File: config.mk
export PLATFORM = sky130hd
export DESIGN_NAME = time_priority_event_queue_flat
export DESIGN_NICKNAME = d
export VERILOG_FILES = /design/src/rtl/core/tpeq_pkg.sv /design/src/rtl/core/tpeq_req_if.sv /design/src/rtl/core/tpeq_rsp_if.sv /design/src/rtl/core/tpeq_ram.sv /design/src/rtl/core/time_priority_event_queue.sv /design/src/flat_wrapper.sv
export VERILOG_INCLUDE_DIRS = /design/src /design/src/rtl/core
export SDC_FILE = /design/constraint.sdc
export NUM_CORES = 2
export LEC_CHECK = 0
export BUFFER_PORTS_ARGS = -buffer_cell sky130_fd_sc_hd__buf_2
export CAP_MARGIN = 20
export CELL_PAD_IN_SITES_DETAIL_PLACEMENT = 0
export CELL_PAD_IN_SITES_GLOBAL_PLACEMENT = 2
export CORE_ASPECT_RATIO = 1.2
export CORE_MARGIN = 2
export CORE_UTILIZATION = 35
export DETAILED_ROUTE_END_ITERATION = 6
export HOLD_SLACK_MARGIN = 0.03
export PLACE_DENSITY = 0.65
export SYNTH_ARGS = -nofsm -noshare
export SYNTH_HDL_FRONTEND = slang
export SYNTH_MEMORY_MAX_BITS = 65536
export SYNTH_SLANG_ARGS = --single-unit
File: constraint.sdc
create_clock -name clk -period 8.4 [get_ports clk]
set_input_delay 0.42 -clock clk [delete_from_list [all_inputs] [get_ports clk]]
set_output_delay 0.42 -clock clk [all_outputs]
set_load 0.005 [all_outputs]
File: src/rtl/core/time_priority_event_queue_assert.svh
// ----------------------------------------------------------------------------
// Assertion macros for the time and priority event queue
// Clocked on clk; the first form is disabled in reset, the second is not.
// ----------------------------------------------------------------------------
`ifndef TIME_PRIORITY_EVENT_QUEUE_ASSERT_SVH
`define TIME_PRIORITY_EVENT_QUEUE_ASSERT_SVH

`ifndef SYNTHESIS
`define TPEQ_ASSERT(label, prop, msg) \
  label: assert property (@(posedge clk) disable iff (rst) (prop)) else $error(msg);
`define TPEQ_ASSERT_ALWAYS(label, prop, msg) \
  label: assert property (@(posedge clk) (prop)) else $error(msg);
`else
`define TPEQ_ASSERT(label, prop, msg)
`define TPEQ_ASSERT_ALWAYS(label, prop, msg)
`endif

`endif

File: src/rtl/core/tpeq_pkg.sv
// ----------------------------------------------------------------------------
// tpeq_pkg
// Types, constants and helpers shared by the event queue files.
// ----------------------------------------------------------------------------
`timescale 1ns / 1ps

package tpeq_pkg;

  localparam int QUEUE_DEPTH = 64;
  localparam int TIME_BITS   = 48;
  localparam int PRIO_W      = 8;
  localparam int TAG_W       = 16;
  localparam int OCC_W       = 7;
  localparam int ADDR_W      = $clog2(QUEUE_DEPTH);
  localparam int CNT_W       = $clog2(QUEUE_DEPTH + 1);
  localparam int SUM_W       = CNT_W + 1;

  typedef enum logic {
    MODE_INSERT = 1'b0,
    MODE_POP    = 1'b1
  } mode_t;

  typedef enum logic [1:0] {
    ST_DONE  = 2'd0,
    ST_EMPTY = 2'd1,
    ST_FULL  = 2'd2
  } status_t;

  typedef enum logic [2:0] {
    S_IDLE,
    S_CMP,
    S_PUT,
    S_POP,
    S_FIN
  } state_t;

  typedef struct packed {
    logic        [TIME_BITS-1:0] ev_time;
    logic signed [PRIO_W-1:0]    prio;
    logic        [TAG_W-1:0]     tag;
  } entry_t;

  // slot address of a ring offset; the sum stays below twice the depth
  function automatic logic [ADDR_W-1:0] wrap_addr(input logic [SUM_W-1:0] s);
    logic [SUM_W-1:0] t;
    t = (s >= SUM_W'(QUEUE_DEPTH)) ? s - SUM_W'(QUEUE_DEPTH) : s;
    return t[ADDR_W-1:0];
  endfunction

  // stored entry keeps its place ahead of a new event
  function automatic logic stays_ahead(input entry_t slot, input entry_t ev);
    logic res;
    if (slot.ev_time != ev.ev_time) begin
      res = slot.ev_time < ev.ev_time;
    end else begin
      res = $signed(slot.prio) <= $signed(ev.prio);
    end
    return res;
  endfunction

endpackage

File: src/rtl/core/tpeq_req_if.sv
// ----------------------------------------------------------------------------
// tpeq_req_if
// Request channel: insert or pop items with valid/ready handshake.
// ----------------------------------------------------------------------------
`timescale 1ns / 1ps

interface tpeq_req_if import tpeq_pkg::*; ();
  logic                     valid;
  logic                     ready;
  logic                     mode;
  logic [TIME_BITS-1:0]     event_time;
  logic signed [PRIO_W-1:0] event_priority;
  logic [TAG_W-1:0]         event_tag;

  modport source (output valid, mode, event_time, event_priority, event_tag,
                  input ready);
  modport sink   (input valid, mode, event_time, event_priority, event_tag,
                  output ready);
endinterface

File: src/rtl/core/tpeq_rsp_if.sv
// ----------------------------------------------------------------------------
// tpeq_rsp_if
// Result channel: one item per request, valid/ready handshake.
// ----------------------------------------------------------------------------
`timescale 1ns / 1ps

interface tpeq_rsp_if import tpeq_pkg::*; ();
  logic                     valid;
  logic                     ready;
  logic [1:0]               status;
  logic [TIME_BITS-1:0]     out_time;
  logic signed [PRIO_W-1:0] out_priority;
  logic [TAG_W-1:0]         out_tag;
  logic [OCC_W-1:0]         occupancy;

  modport source (output valid, status, out_time, out_priority, out_tag, occupancy,
                  input ready);
  modport sink   (input valid, status, out_time, out_priority, out_tag, occupancy,
                  output ready);
endinterface

File: src/rtl/core/tpeq_ram.sv
// ----------------------------------------------------------------------------
// tpeq_ram
// Event slot store: one write port, one read port with registered data.
// ----------------------------------------------------------------------------
`timescale 1ns / 1ps

module tpeq_ram import tpeq_pkg::*; (
  input  logic              clk,
  input  logic              we,
  input  logic [ADDR_W-1:0] waddr,
  input  entry_t            wdata,
  input  logic              re,
  input  logic [ADDR_W-1:0] raddr,
  output entry_t            rdata
);

  entry_t mem [QUEUE_DEPTH];

  always_ff @(posedge clk) begin
    if (we) begin
      mem[waddr] <= wdata;
    end
  end

  always_ff @(posedge clk) begin
    if (re) begin
      rdata <= mem[raddr];
    end
  end

endmodule

File: src/rtl/core/time_priority_event_queue.sv
// ----------------------------------------------------------------------------
// time_priority_event_queue
// Stable time/priority ordered event queue for a logic simulator scheduler.
//
// req carries insert (mode 0) and pop (mode 1) items; rsp returns exactly one
// result item per request: status, popped event (zero unless a pop
// succeeded) and the occupancy after the item.
// Events sit in a ring buffer held in one RAM, front at head. An insert walks
// back from the tail through a single key comparator: each cycle compares one
// stored entry and, if the new event goes ahead of it, moves it up one slot
// while the next one is read. The walk stops on the first stored entry that
// stays ahead of the new event, or at the front; an empty queue skips it. A
// full or empty refusal and a pop do no walk. req.ready is high only when the
// sequencer is idle.
// The result sits in an output register: the next item is accepted while it
// waits, and that item's result holds in the sequencer until rsp takes it.
// Reset (rst, synchronous) empties the queue; slot contents are not cleared.
// ----------------------------------------------------------------------------
`timescale 1ns / 1ps

module time_priority_event_queue import tpeq_pkg::*; (
  input  logic        clk,
  input  logic        rst,
  tpeq_req_if.sink    req,
  tpeq_rsp_if.source  rsp
);

`include "time_priority_event_queue_assert.svh"

  // sequencer state
  state_t            state;
  state_t            state_next;
  logic [ADDR_W-1:0] head;            // ring slot of the front event
  logic [CNT_W-1:0]  count;           // stored events
  logic [CNT_W-1:0]  pos;             // candidate ring offset for the new event
  logic [CNT_W-1:0]  pos_next;
  entry_t            new_ent;         // event being inserted
  status_t           res_status;      // pending result
  entry_t            res_ent;

  // output register
  logic              out_valid;
  status_t           out_status;
  entry_t            out_ent;
  logic [OCC_W-1:0]  out_occ;

  // RAM side
  logic              rd_en;
  logic [ADDR_W-1:0] rd_addr;
  entry_t            rd_data;
  logic              wr_en;
  logic [ADDR_W-1:0] wr_addr;
  entry_t            wr_data;

  logic              accept;
  logic              is_pop;
  logic              ahead;           // shared comparator output
  logic              out_free;

  assign req.ready = (state == S_IDLE);
  assign accept    = req.valid && req.ready;
  assign is_pop    = (mode_t'(req.mode) == MODE_POP);
  assign ahead     = stays_ahead(rd_data, new_ent);
  assign out_free  = !out_valid || rsp.ready;

  tpeq_ram u_ram (
    .clk   (clk),
    .we    (wr_en),
    .waddr (wr_addr),
    .wdata (wr_data),
    .re    (rd_en),
    .raddr (rd_addr),
    .rdata (rd_data)
  );

  // next state
  always_comb begin
    state_next = state;
    unique case (state)
      S_IDLE: begin
        if (accept) begin
          if (is_pop) begin
            state_next = (count == '0) ? S_FIN : S_POP;
          end else if (count == CNT_W'(QUEUE_DEPTH)) begin
            state_next = S_FIN;
          end else if (count == '0) begin
            state_next = S_PUT;
          end else begin
            state_next = S_CMP;
          end
        end
      end
      S_CMP: begin
        // keep walking while the new event passes entries and slots remain
        state_next = (!ahead && pos != CNT_W'(1)) ? S_CMP : S_PUT;
      end
      S_PUT:   state_next = S_FIN;
      S_POP:   state_next = S_FIN;
      S_FIN: begin
        if (out_free) begin
          state_next = S_IDLE;
        end
      end
      default: state_next = S_IDLE;
    endcase
  end

  // datapath controls
  always_comb begin
    pos_next = pos;
    rd_en    = 1'b0;
    rd_addr  = wrap_addr(SUM_W'(head) + SUM_W'(pos_next) - SUM_W'(1));
    wr_en    = 1'b0;
    wr_addr  = wrap_addr(SUM_W'(head) + SUM_W'(pos));
    wr_data  = new_ent;
    unique case (state)
      S_IDLE: begin
        if (accept && is_pop) begin
          rd_en   = (count != '0);
          rd_addr = head;
        end else if (accept) begin
          pos_next = count;
          rd_en    = (state_next == S_CMP);
          rd_addr  = wrap_addr(SUM_W'(head) + SUM_W'(count) - SUM_W'(1));
        end
      end
      S_CMP: begin
        if (!ahead) begin
          // move the compared entry one slot toward the tail
          wr_en    = 1'b1;
          wr_data  = rd_data;
          pos_next = pos - CNT_W'(1);
          rd_en    = (state_next == S_CMP);
          rd_addr  = wrap_addr(SUM_W'(head) + SUM_W'(pos) - SUM_W'(2));
        end
      end
      S_PUT: begin
        wr_en = 1'b1;
      end
      S_POP, S_FIN: begin
      end
      default: begin
      end
    endcase
  end

  always_ff @(posedge clk) begin
    if (rst) begin
      state     <= S_IDLE;
      head      <= '0;
      count     <= '0;
      pos       <= '0;
      out_valid <= 1'b0;
    end else begin
      state <= state_next;
      pos   <= pos_next;
      if (state == S_POP) begin
        head  <= wrap_addr(SUM_W'(head) + SUM_W'(1));
        count <= count - CNT_W'(1);
      end else if (state == S_PUT) begin
        count <= count + CNT_W'(1);
      end
      if (state == S_FIN && out_free) begin
        out_valid <= 1'b1;
      end else if (rsp.ready) begin
        out_valid <= 1'b0;
      end
    end
  end

  // payload registers
  always_ff @(posedge clk) begin
    if (accept) begin
      new_ent.ev_time <= req.event_time;
      new_ent.prio    <= req.event_priority;
      new_ent.tag     <= req.event_tag;
      res_ent         <= '0;
      if (is_pop) begin
        res_status <= (count == '0) ? ST_EMPTY : ST_DONE;
      end else begin
        res_status <= (count == CNT_W'(QUEUE_DEPTH)) ? ST_FULL : ST_DONE;
      end
    end
    if (state == S_POP) begin
      res_ent <= rd_data;
    end
    if (state == S_FIN && out_free) begin
      out_status <= res_status;
      out_ent    <= res_ent;
      out_occ    <= OCC_W'(count);
    end
  end

  assign rsp.valid        = out_valid;
  assign rsp.status       = out_status;
  assign rsp.out_time     = out_ent.ev_time;
  assign rsp.out_priority = out_ent.prio;
  assign rsp.out_tag      = out_ent.tag;
  assign rsp.occupancy    = out_occ;

  // checks
  `TPEQ_ASSERT(a_count_bound, count <= CNT_W'(QUEUE_DEPTH), "queue count above depth")
  `TPEQ_ASSERT(a_cmp_pos, state == S_CMP |-> pos != '0, "compare walk past front")
  `TPEQ_ASSERT(a_busy_after_accept, accept |=> !req.ready, "accepted while busy")
  `TPEQ_ASSERT(a_full_occ, out_valid && out_status == ST_FULL |-> out_occ == OCC_W'(QUEUE_DEPTH), "full refusal with room left")
  `TPEQ_ASSERT(a_empty_occ, out_valid && out_status == ST_EMPTY |-> out_occ == '0, "empty status with events stored")
  `TPEQ_ASSERT_ALWAYS(a_reset_idle, rst |=> state == S_IDLE && !out_valid, "reset did not idle")

endmodule
File: src/flat_wrapper.sv
// flat-port wrapper written by rule: the top's interface ports become plain ports
module time_priority_event_queue_flat import tpeq_pkg::*;
  (clk, rst, req_valid, req_mode, req_event_time, req_event_priority, req_event_tag, req_ready, rsp_valid, rsp_status, rsp_out_time, rsp_out_priority, rsp_out_tag, rsp_occupancy, rsp_ready);
  tpeq_req_if req_i ();
  tpeq_rsp_if rsp_i ();
  input  logic clk;
  input  logic rst;
  input wire logic [$bits(req_i.valid)-1:0] req_valid;
  input wire logic [$bits(req_i.mode)-1:0] req_mode;
  input wire logic [$bits(req_i.event_time)-1:0] req_event_time;
  input wire logic [$bits(req_i.event_priority)-1:0] req_event_priority;
  input wire logic [$bits(req_i.event_tag)-1:0] req_event_tag;
  output wire logic [$bits(req_i.ready)-1:0] req_ready;
  output wire logic [$bits(rsp_i.valid)-1:0] rsp_valid;
  output wire logic [$bits(rsp_i.status)-1:0] rsp_status;
  output wire logic [$bits(rsp_i.out_time)-1:0] rsp_out_time;
  output wire logic [$bits(rsp_i.out_priority)-1:0] rsp_out_priority;
  output wire logic [$bits(rsp_i.out_tag)-1:0] rsp_out_tag;
  output wire logic [$bits(rsp_i.occupancy)-1:0] rsp_occupancy;
  input wire logic [$bits(rsp_i.ready)-1:0] rsp_ready;
  assign req_i.valid = req_valid;
  assign req_i.mode = req_mode;
  assign req_i.event_time = req_event_time;
  assign req_i.event_priority = req_event_priority;
  assign req_i.event_tag = req_event_tag;
  assign req_ready = req_i.ready;
  assign rsp_valid = rsp_i.valid;
  assign rsp_status = rsp_i.status;
  assign rsp_out_time = rsp_i.out_time;
  assign rsp_out_priority = rsp_i.out_priority;
  assign rsp_out_tag = rsp_i.out_tag;
  assign rsp_occupancy = rsp_i.occupancy;
  assign rsp_i.ready = rsp_ready;
  time_priority_event_queue u_core (.clk(clk), .rst(rst), .req(req_i), .rsp(rsp_i));
endmodule
Word-level counts from Yosys, hierarchy flattened
Memory sizes are Yosys's and may differ from the RTL's. A register that Yosys moved wholly into a read port is not among the register bits.
Index checks and enable logic that the tools add are counted.
{"block": "totals", "register_bits": 251, "ram_bits": 4608, "output_inout_bits": 83, "elab_cells": 107, "memories": 1}
{"name": "u_core.u_ram.mem", "words": 64, "word_bits": 72, "read_ports": 1, "rd_ports_with_merged_regs": 1, "wr": 1, "line_no": "tpeq_ram.sv:17", "source": "entry_t mem [QUEUE_DEPTH];"}
{"block": "op_classes", "n_addsub": 14, "magnitude_cmp": 7, "n_eq_ne": 11, "n_mux": 41, "n_reduce_logical": 16}
{"cell": "$mux 72", "n": 4}
{"cell": "$lt 48x48->1", "n": 1}
{"cell": "$mux 6", "n": 8}
{"cell": "$ne 48x48->1", "n": 1}
{"cell": "$mux 7", "n": 5}
{"cell": "$ge 8x7->1 const B", "n": 4}
{"cell": "$sub 6x1->6 const B", "n": 5}
{"cell": "$add 6x7->8", "n": 2}
{"cell": "$sub 8x1->8 const B", "n": 2}
{"cell": "$mux 3", "n": 5}
{"cell": "$pmux 7 s2", "n": 1}
{"cell": "$sub 7x1->7 const B", "n": 2}
{"cell": "$pmux 3 s4", "n": 1}
{"cell": "$pmux 6 s2", "n": 1}
{"cell": "$mux 1", "n": 10}
{"cell": "$le 8x8->1", "n": 1}
{"cell": "$mux 2", "n": 4}
{"cell": "$reduce_bool 2->1", "n": 4}
{"cell": "$sub 8x2->8 const B", "n": 1}
{"cell": "$add 6x1->7 const B", "n": 1}
{"cell": "$add 7x1->7 const B", "n": 1}
{"cell": "$eq 7x7->1 const B", "n": 1}
{"cell": "$ge 7x7->1 const B", "n": 1}
{"cell": "$logic_not 7->1", "n": 1}
{"cell": "13 further kinds", "n": 22}

Depth between registers and ports, before layout
{"block": "depth", "ltp_word": 10, "ltp_mapped": 19, "depth_no_buf": 16}

Cells and area by module
From an unflattened synthesis, not the netlist that was laid out.
{"block": "unflattened", "cells_unflattened": 8272, "hier_area_um2": 187853.9}
{"mod": "tpeq_ram", "instances": 1, "cells_per_inst": 7305, "area_per_inst_um2": 175935.0, "seq_area_each_um2": 140534.8}
{"mod": "time_priority_event_queue", "instances": 1, "cells_per_inst": 967, "area_per_inst_um2": 11918.9, "seq_area_each_um2": 7297.0}

Worst setup path after synthesis
Ideal clock, no wire load.
{"block": "synth_path", "kind": "flip-flop to flip-flop", "startpoint": "reg, netlist name u_core.u_ram.rdata[71]", "endpoint": "mem u_core.u_ram.mem[36][0] (netlist name), enable pin", "setup_ps": 606, "t_arrival_ps": 8009, "required_ps": 7794, "setup_slack_ps": -214, "path_stages_with_launch": 11, "path_cell_list": "edfxtp_1 > ha_1 > nand4_2 > nor4_4 > nand3_1 > or3_1 > nand4_1 > nand3_1 > o21ai_1 > nand3_1 > nor3b_1"}
{"block": "synth_between", "elab_chain_cells": 6, "word_cells_on_any_way": 7}
{"item": "$lt 48x48->1 or $ne 48x48->1 (tied branches)", "line_no": "tpeq_pkg.sv:54, tpeq_pkg.sv:53"}
{"item": "$mux 1 *", "line_no": "tpeq_pkg.sv:53", "source": "if (slot.ev_time != ev.ev_time) begin"}
{"item": "$mux 1 *", "line_no": "time_priority_event_queue.sv:128", "source": "if (!ahead) begin"}
{"item": "$pmux 1 s2 *", "line_no": "time_priority_event_queue.sv:116", "source": "unique case (state)"}
{"item": "$mux 1 *", "line_no": "tpeq_ram.sv:20", "source": "if (we) begin"}
{"item": "$mux 1 (implied by the code) *", "line_no": "tpeq_ram.sv:21", "source": "mem[waddr] <= wdata;"}
{"item": "to (decl)", "line_no": "tpeq_ram.sv:17"}
Every way passes the cells marked *; elsewhere a longest branch is shown, timed or not.

Final worst setup path
{"block": "layout_path", "startpoint": "reg, netlist name u_core.u_ram.rdata[31]", "endpoint": "mem u_core.u_ram.mem[20][47] (netlist name), enable pin"}
{"block": "layout_between", "elab_chain_cells": 6, "word_cells_on_any_way": 7}
{"item": "$lt 48x48->1 or $ne 48x48->1 (tied branches)", "line_no": "tpeq_pkg.sv:54, tpeq_pkg.sv:53"}
{"item": "$mux 1 *", "line_no": "tpeq_pkg.sv:53"}
{"item": "$mux 1 *", "line_no": "time_priority_event_queue.sv:128"}
{"item": "$pmux 1 s2 *", "line_no": "time_priority_event_queue.sv:116"}
{"item": "$mux 1 *", "line_no": "tpeq_ram.sv:20"}
{"item": "$mux 1 (implied by the code) *", "line_no": "tpeq_ram.sv:21"}
Marked as above.

==> results.toml <==
[critical_path]
timing.rr.start = "u_core.u_ram.rdata[31]"
ff2ff_setup_slack_ns = 1.30
crit_path_end_kind = "register"
cp.required_ns = 9.00
crit_type = "register to register"
reg2reg_depth = 12
rr_endpoint = "u_core.u_ram.mem[20][47]"
critPathLaunchType = "register"
arrival_ns = 7.71
crit_path_max_fanout = 34

[sta]
fin_crit_sh_pct = 84.6
period_minus_slack_ns = 7.10
finalHoldViolCount = 0
setup_viol = 0
rsz0062_at_grt = "no"
fmax_mhz = 141
maxSlewHeadroom_pct = 13.8
worst_pin_slew_ns = 1.28
holdWs_ns = 0.112
skew_ns = 0.108
slew_violations = 0
tns_ns = 0

[routing]
wl_per_cell_um = 35.3
dr.pass1.iters = 6
drc = 0
finalWirelength_um = 625000
ant_nets = 0
drt_iter0_drc = 12900
num_vias = 101000
viasPerCell = 5.73

[cts]
clkLatencyLatePin_ns = 1.09
cts_max_level = 5
cts-root-buf = "clkbuf_16"
clockBufferDepth = 4
cts.sink_count = 4931
clk_pin_slew_ns = 0.06
cts_tree = "built"
cts_buffers = 467
cts_setup_buffers = 0

[global_routing]
gr-total-overflow = 0
busiest_layer = "met2"
met3_usage_pct = 3.59
antenna_found_initial = 35
grt_util_met1_pct = 29.7
use_met2_pct = 37.5
grt_pass1_wl_um = 852000
grt_max_degree = 107
grt_pass1_vias = 102000
grt.total_usage_pct = 22.4

[power]
p_leak_nw = 70.2
p_per_area_nw_per_um2 = 304
vdd_drop_max_mv = 0.261

[yosys]
synth_nets = 9647
yosysSeqAreaShare_pct = 78.4
synth.cell_area_um2 = 189000
synth_edf_count = 4907
yosys_warnings = 0
syn-instance-count = 9483
synth.avg_cell_area_um2 = 19.9
synth.distinct_cells = 78
synth_seq_cells = 4931
ys_async_sr_fraction_pct = 0
synth-main-ff-cell = "edfxtp_1"

[placement]
port_buffers = 159
dp_hpwl_um = 339000
dp.cells = 16700
gp_congestion = 0.817

[finish]
drive_gt1_share_pct = 21.6
num-fill-cells = 47600
finalNonFillerCells = 17700
area_growth_pct = 15.8
num-nets-final = 10300

[hold_path]
hold_start = "req_event_tag[13]"
hold_class = "input pin to register"
hold_path_depth = 2
whs_endpoint = "u_core.new_ent[13]"

[floorplan]
initial_core_util_pct = 35.1
die-area_um2 = 545000
die_height_um = 808
die_w_um = 674
rows = 295
core-area_um2 = 537000
pin_count = 160

[status]
status = "finished clean"

[run]
drv_cap = 0
-- logic make-up after synthesis --
kind of cell	after synthesis	share of synthesized area, %
simple gates	1601	3.74
compound gates	984	3.98
xor+xnor	25	0.116
mux	1227	11.8
fa+ha+maj	87	0.589
buf+inv	628	1.43
flops	4931	78.4
-- state kept, by name (all words and copies together) (netlist names) --
register and cells:
u_core.u_ram.mem 4608, u_core.new_ent 72, u_core.res_ent 72, u_core.u_ram.rdata 72
u_core.rsp.out_time 48, u_core.rsp.out_tag 16, u_core.rsp.out_priority 8, u_core.count 7
u_core.pos 7, u_core.rsp.occupancy 7, u_core.head 6, u_core.state 3
u_core.res_status 2, u_core.rsp.status 2, u_core.rsp.valid 1
-- cells in the mapped netlist (all sizes together) (79+ instances only) --
| master | number | area, um^2 |
|---|---|---|
| a22oi | 290 | 2180 |
| ha | 84 | 1050 |
| nor4 | 79 | 515 |
| buf | 203 | 1110 |
| clkbuf | 336 | 1260 |
| nor2 | 97 | 364 |
| mux4 | 791 | 17800 |
| nand2 | 953 | 3580 |
| inv | 88 | 330 |
| nor3 | 300 | 1510 |
| edfxtp | 4907 | 147000 |
| a221oi | 217 | 1900 |
| mux2i | 433 | 4330 |
| o21ai | 81 | 405 |
-- how the worst max path moves through the flow --
| stage | startpoint | to | slack [ns] | depth (start not counted) |
|---|---|---|---|---|
| after floorplan | u_core.u_ram.rdata[71] | u_core.u_ram.mem[51][0] | 0.16 | 10 |
| after global placement | u_core.state[0] | u_core.u_ram.rdata[50] | 1.50 | 15 |
| after detailed placement | u_core.state[0] | u_core.u_ram.rdata[20] | 1.55 | 15 |
| after CTS | u_core.state[0] | u_core.u_ram.rdata[20] | 1.45 | 15 |
| after global routing | u_core.state[0] | u_core.u_ram.rdata[20] | 1.08 | 15 |
| final | u_core.u_ram.rdata[31] | u_core.u_ram.mem[20][47] | 1.30 | 12 |
-- area by class of cell --
class | instances | area [um^2] | area share [%]
inverters | 89 | 339 | 0.155
multi-input cells | 3924 | 39400 | 18.1
well taps | 7128 | 8920 | 4.08
repair buffers | 740 | 6470 | 2.96
diodes | 13 | 32.5 | 0.0149
clock inverters | 308 | 3320 | 1.52
flip-flops and latches | 4931 | 148000 | 67.7
clock buffers | 559 | 12100 | 5.54
-- power by group --
part	leakage, nW	internal (mW)	switching (mW)
clock network	7.51	12.1	9.47
registers	44.4	28.6	0.231
logic	18.3	5.86	10.3
total	70.2	46.5	20.0
-- per-stage QoR --
stage | setup slack (ns) | utilization (%) | power [mW] | area (um^2)
after floorplan | 0.163 | - | 39.0 | 189000
after global placement | 1.50 | 37.5 | 45.3 | 202000
after detailed placement | 1.55 | 37.6 | 45.5 | 202000
after CTS | 1.45 | 40.6 | 66.9 | 218000
after global routing | 1.08 | 40.6 | 68.5 | 218000
final | 1.30 | 40.6 | 66.5 | 218000
-- critical path: stages (launching register included) --
cell	delay (ns)
edfxtp_1	0.54
ha_1	0.40
nand2_1	0.06
o21ai_0	0.99
a221oi_1	0.26
buf_4	0.22
or3_1	0.36
nand4_1	0.31
nand3_2	0.26
o21ai_1	0.50
nand3_1	0.72
nor2_4	1.01
buf_4	0.96
-- cells in the final DEF (no fill, tap or decap), types with 58 or more instances in the layout --
cell,netlist,final
a221oi_1,217,216
dlygate4sd3_1,0,101
a31oi_1,77,77
nor3_1,298,293
bufinv_16,0,58
o22ai_1,75,75
buf_4,13,398
mux2i_1,433,433
inv_1,87,87
clkinv_1,1,101
buf_2,135,159
and3_1,78,74
a22oi_1,290,289
nand2_1,953,950
clkbuf_16,0,470
clkbuf_1,336,89
buf_12,0,78
nor4_1,77,77
clkinv_2,0,94
mux4_2,791,791
a2111o_1,72,72
o211ai_1,77,77
edfxtp_1,4907,4907
ha_1,84,84
nor2_4,0,67
-- metal layers --
metal,wire [um],vias to the layer above
li1,-,40500
met1,247000,55100
met2,305000,4824
met3,48500,979
met4,24100,12
met5,79,-
-- timing repair --
item | in CTS | in global routing
endpoints found under the setup margin | 0 | 0
gates resized for setup | 0 | 0
hold endpoints to repair | 98 | 0
hold buffers | 101 | 0
Power figures use the tool's default switching activity.
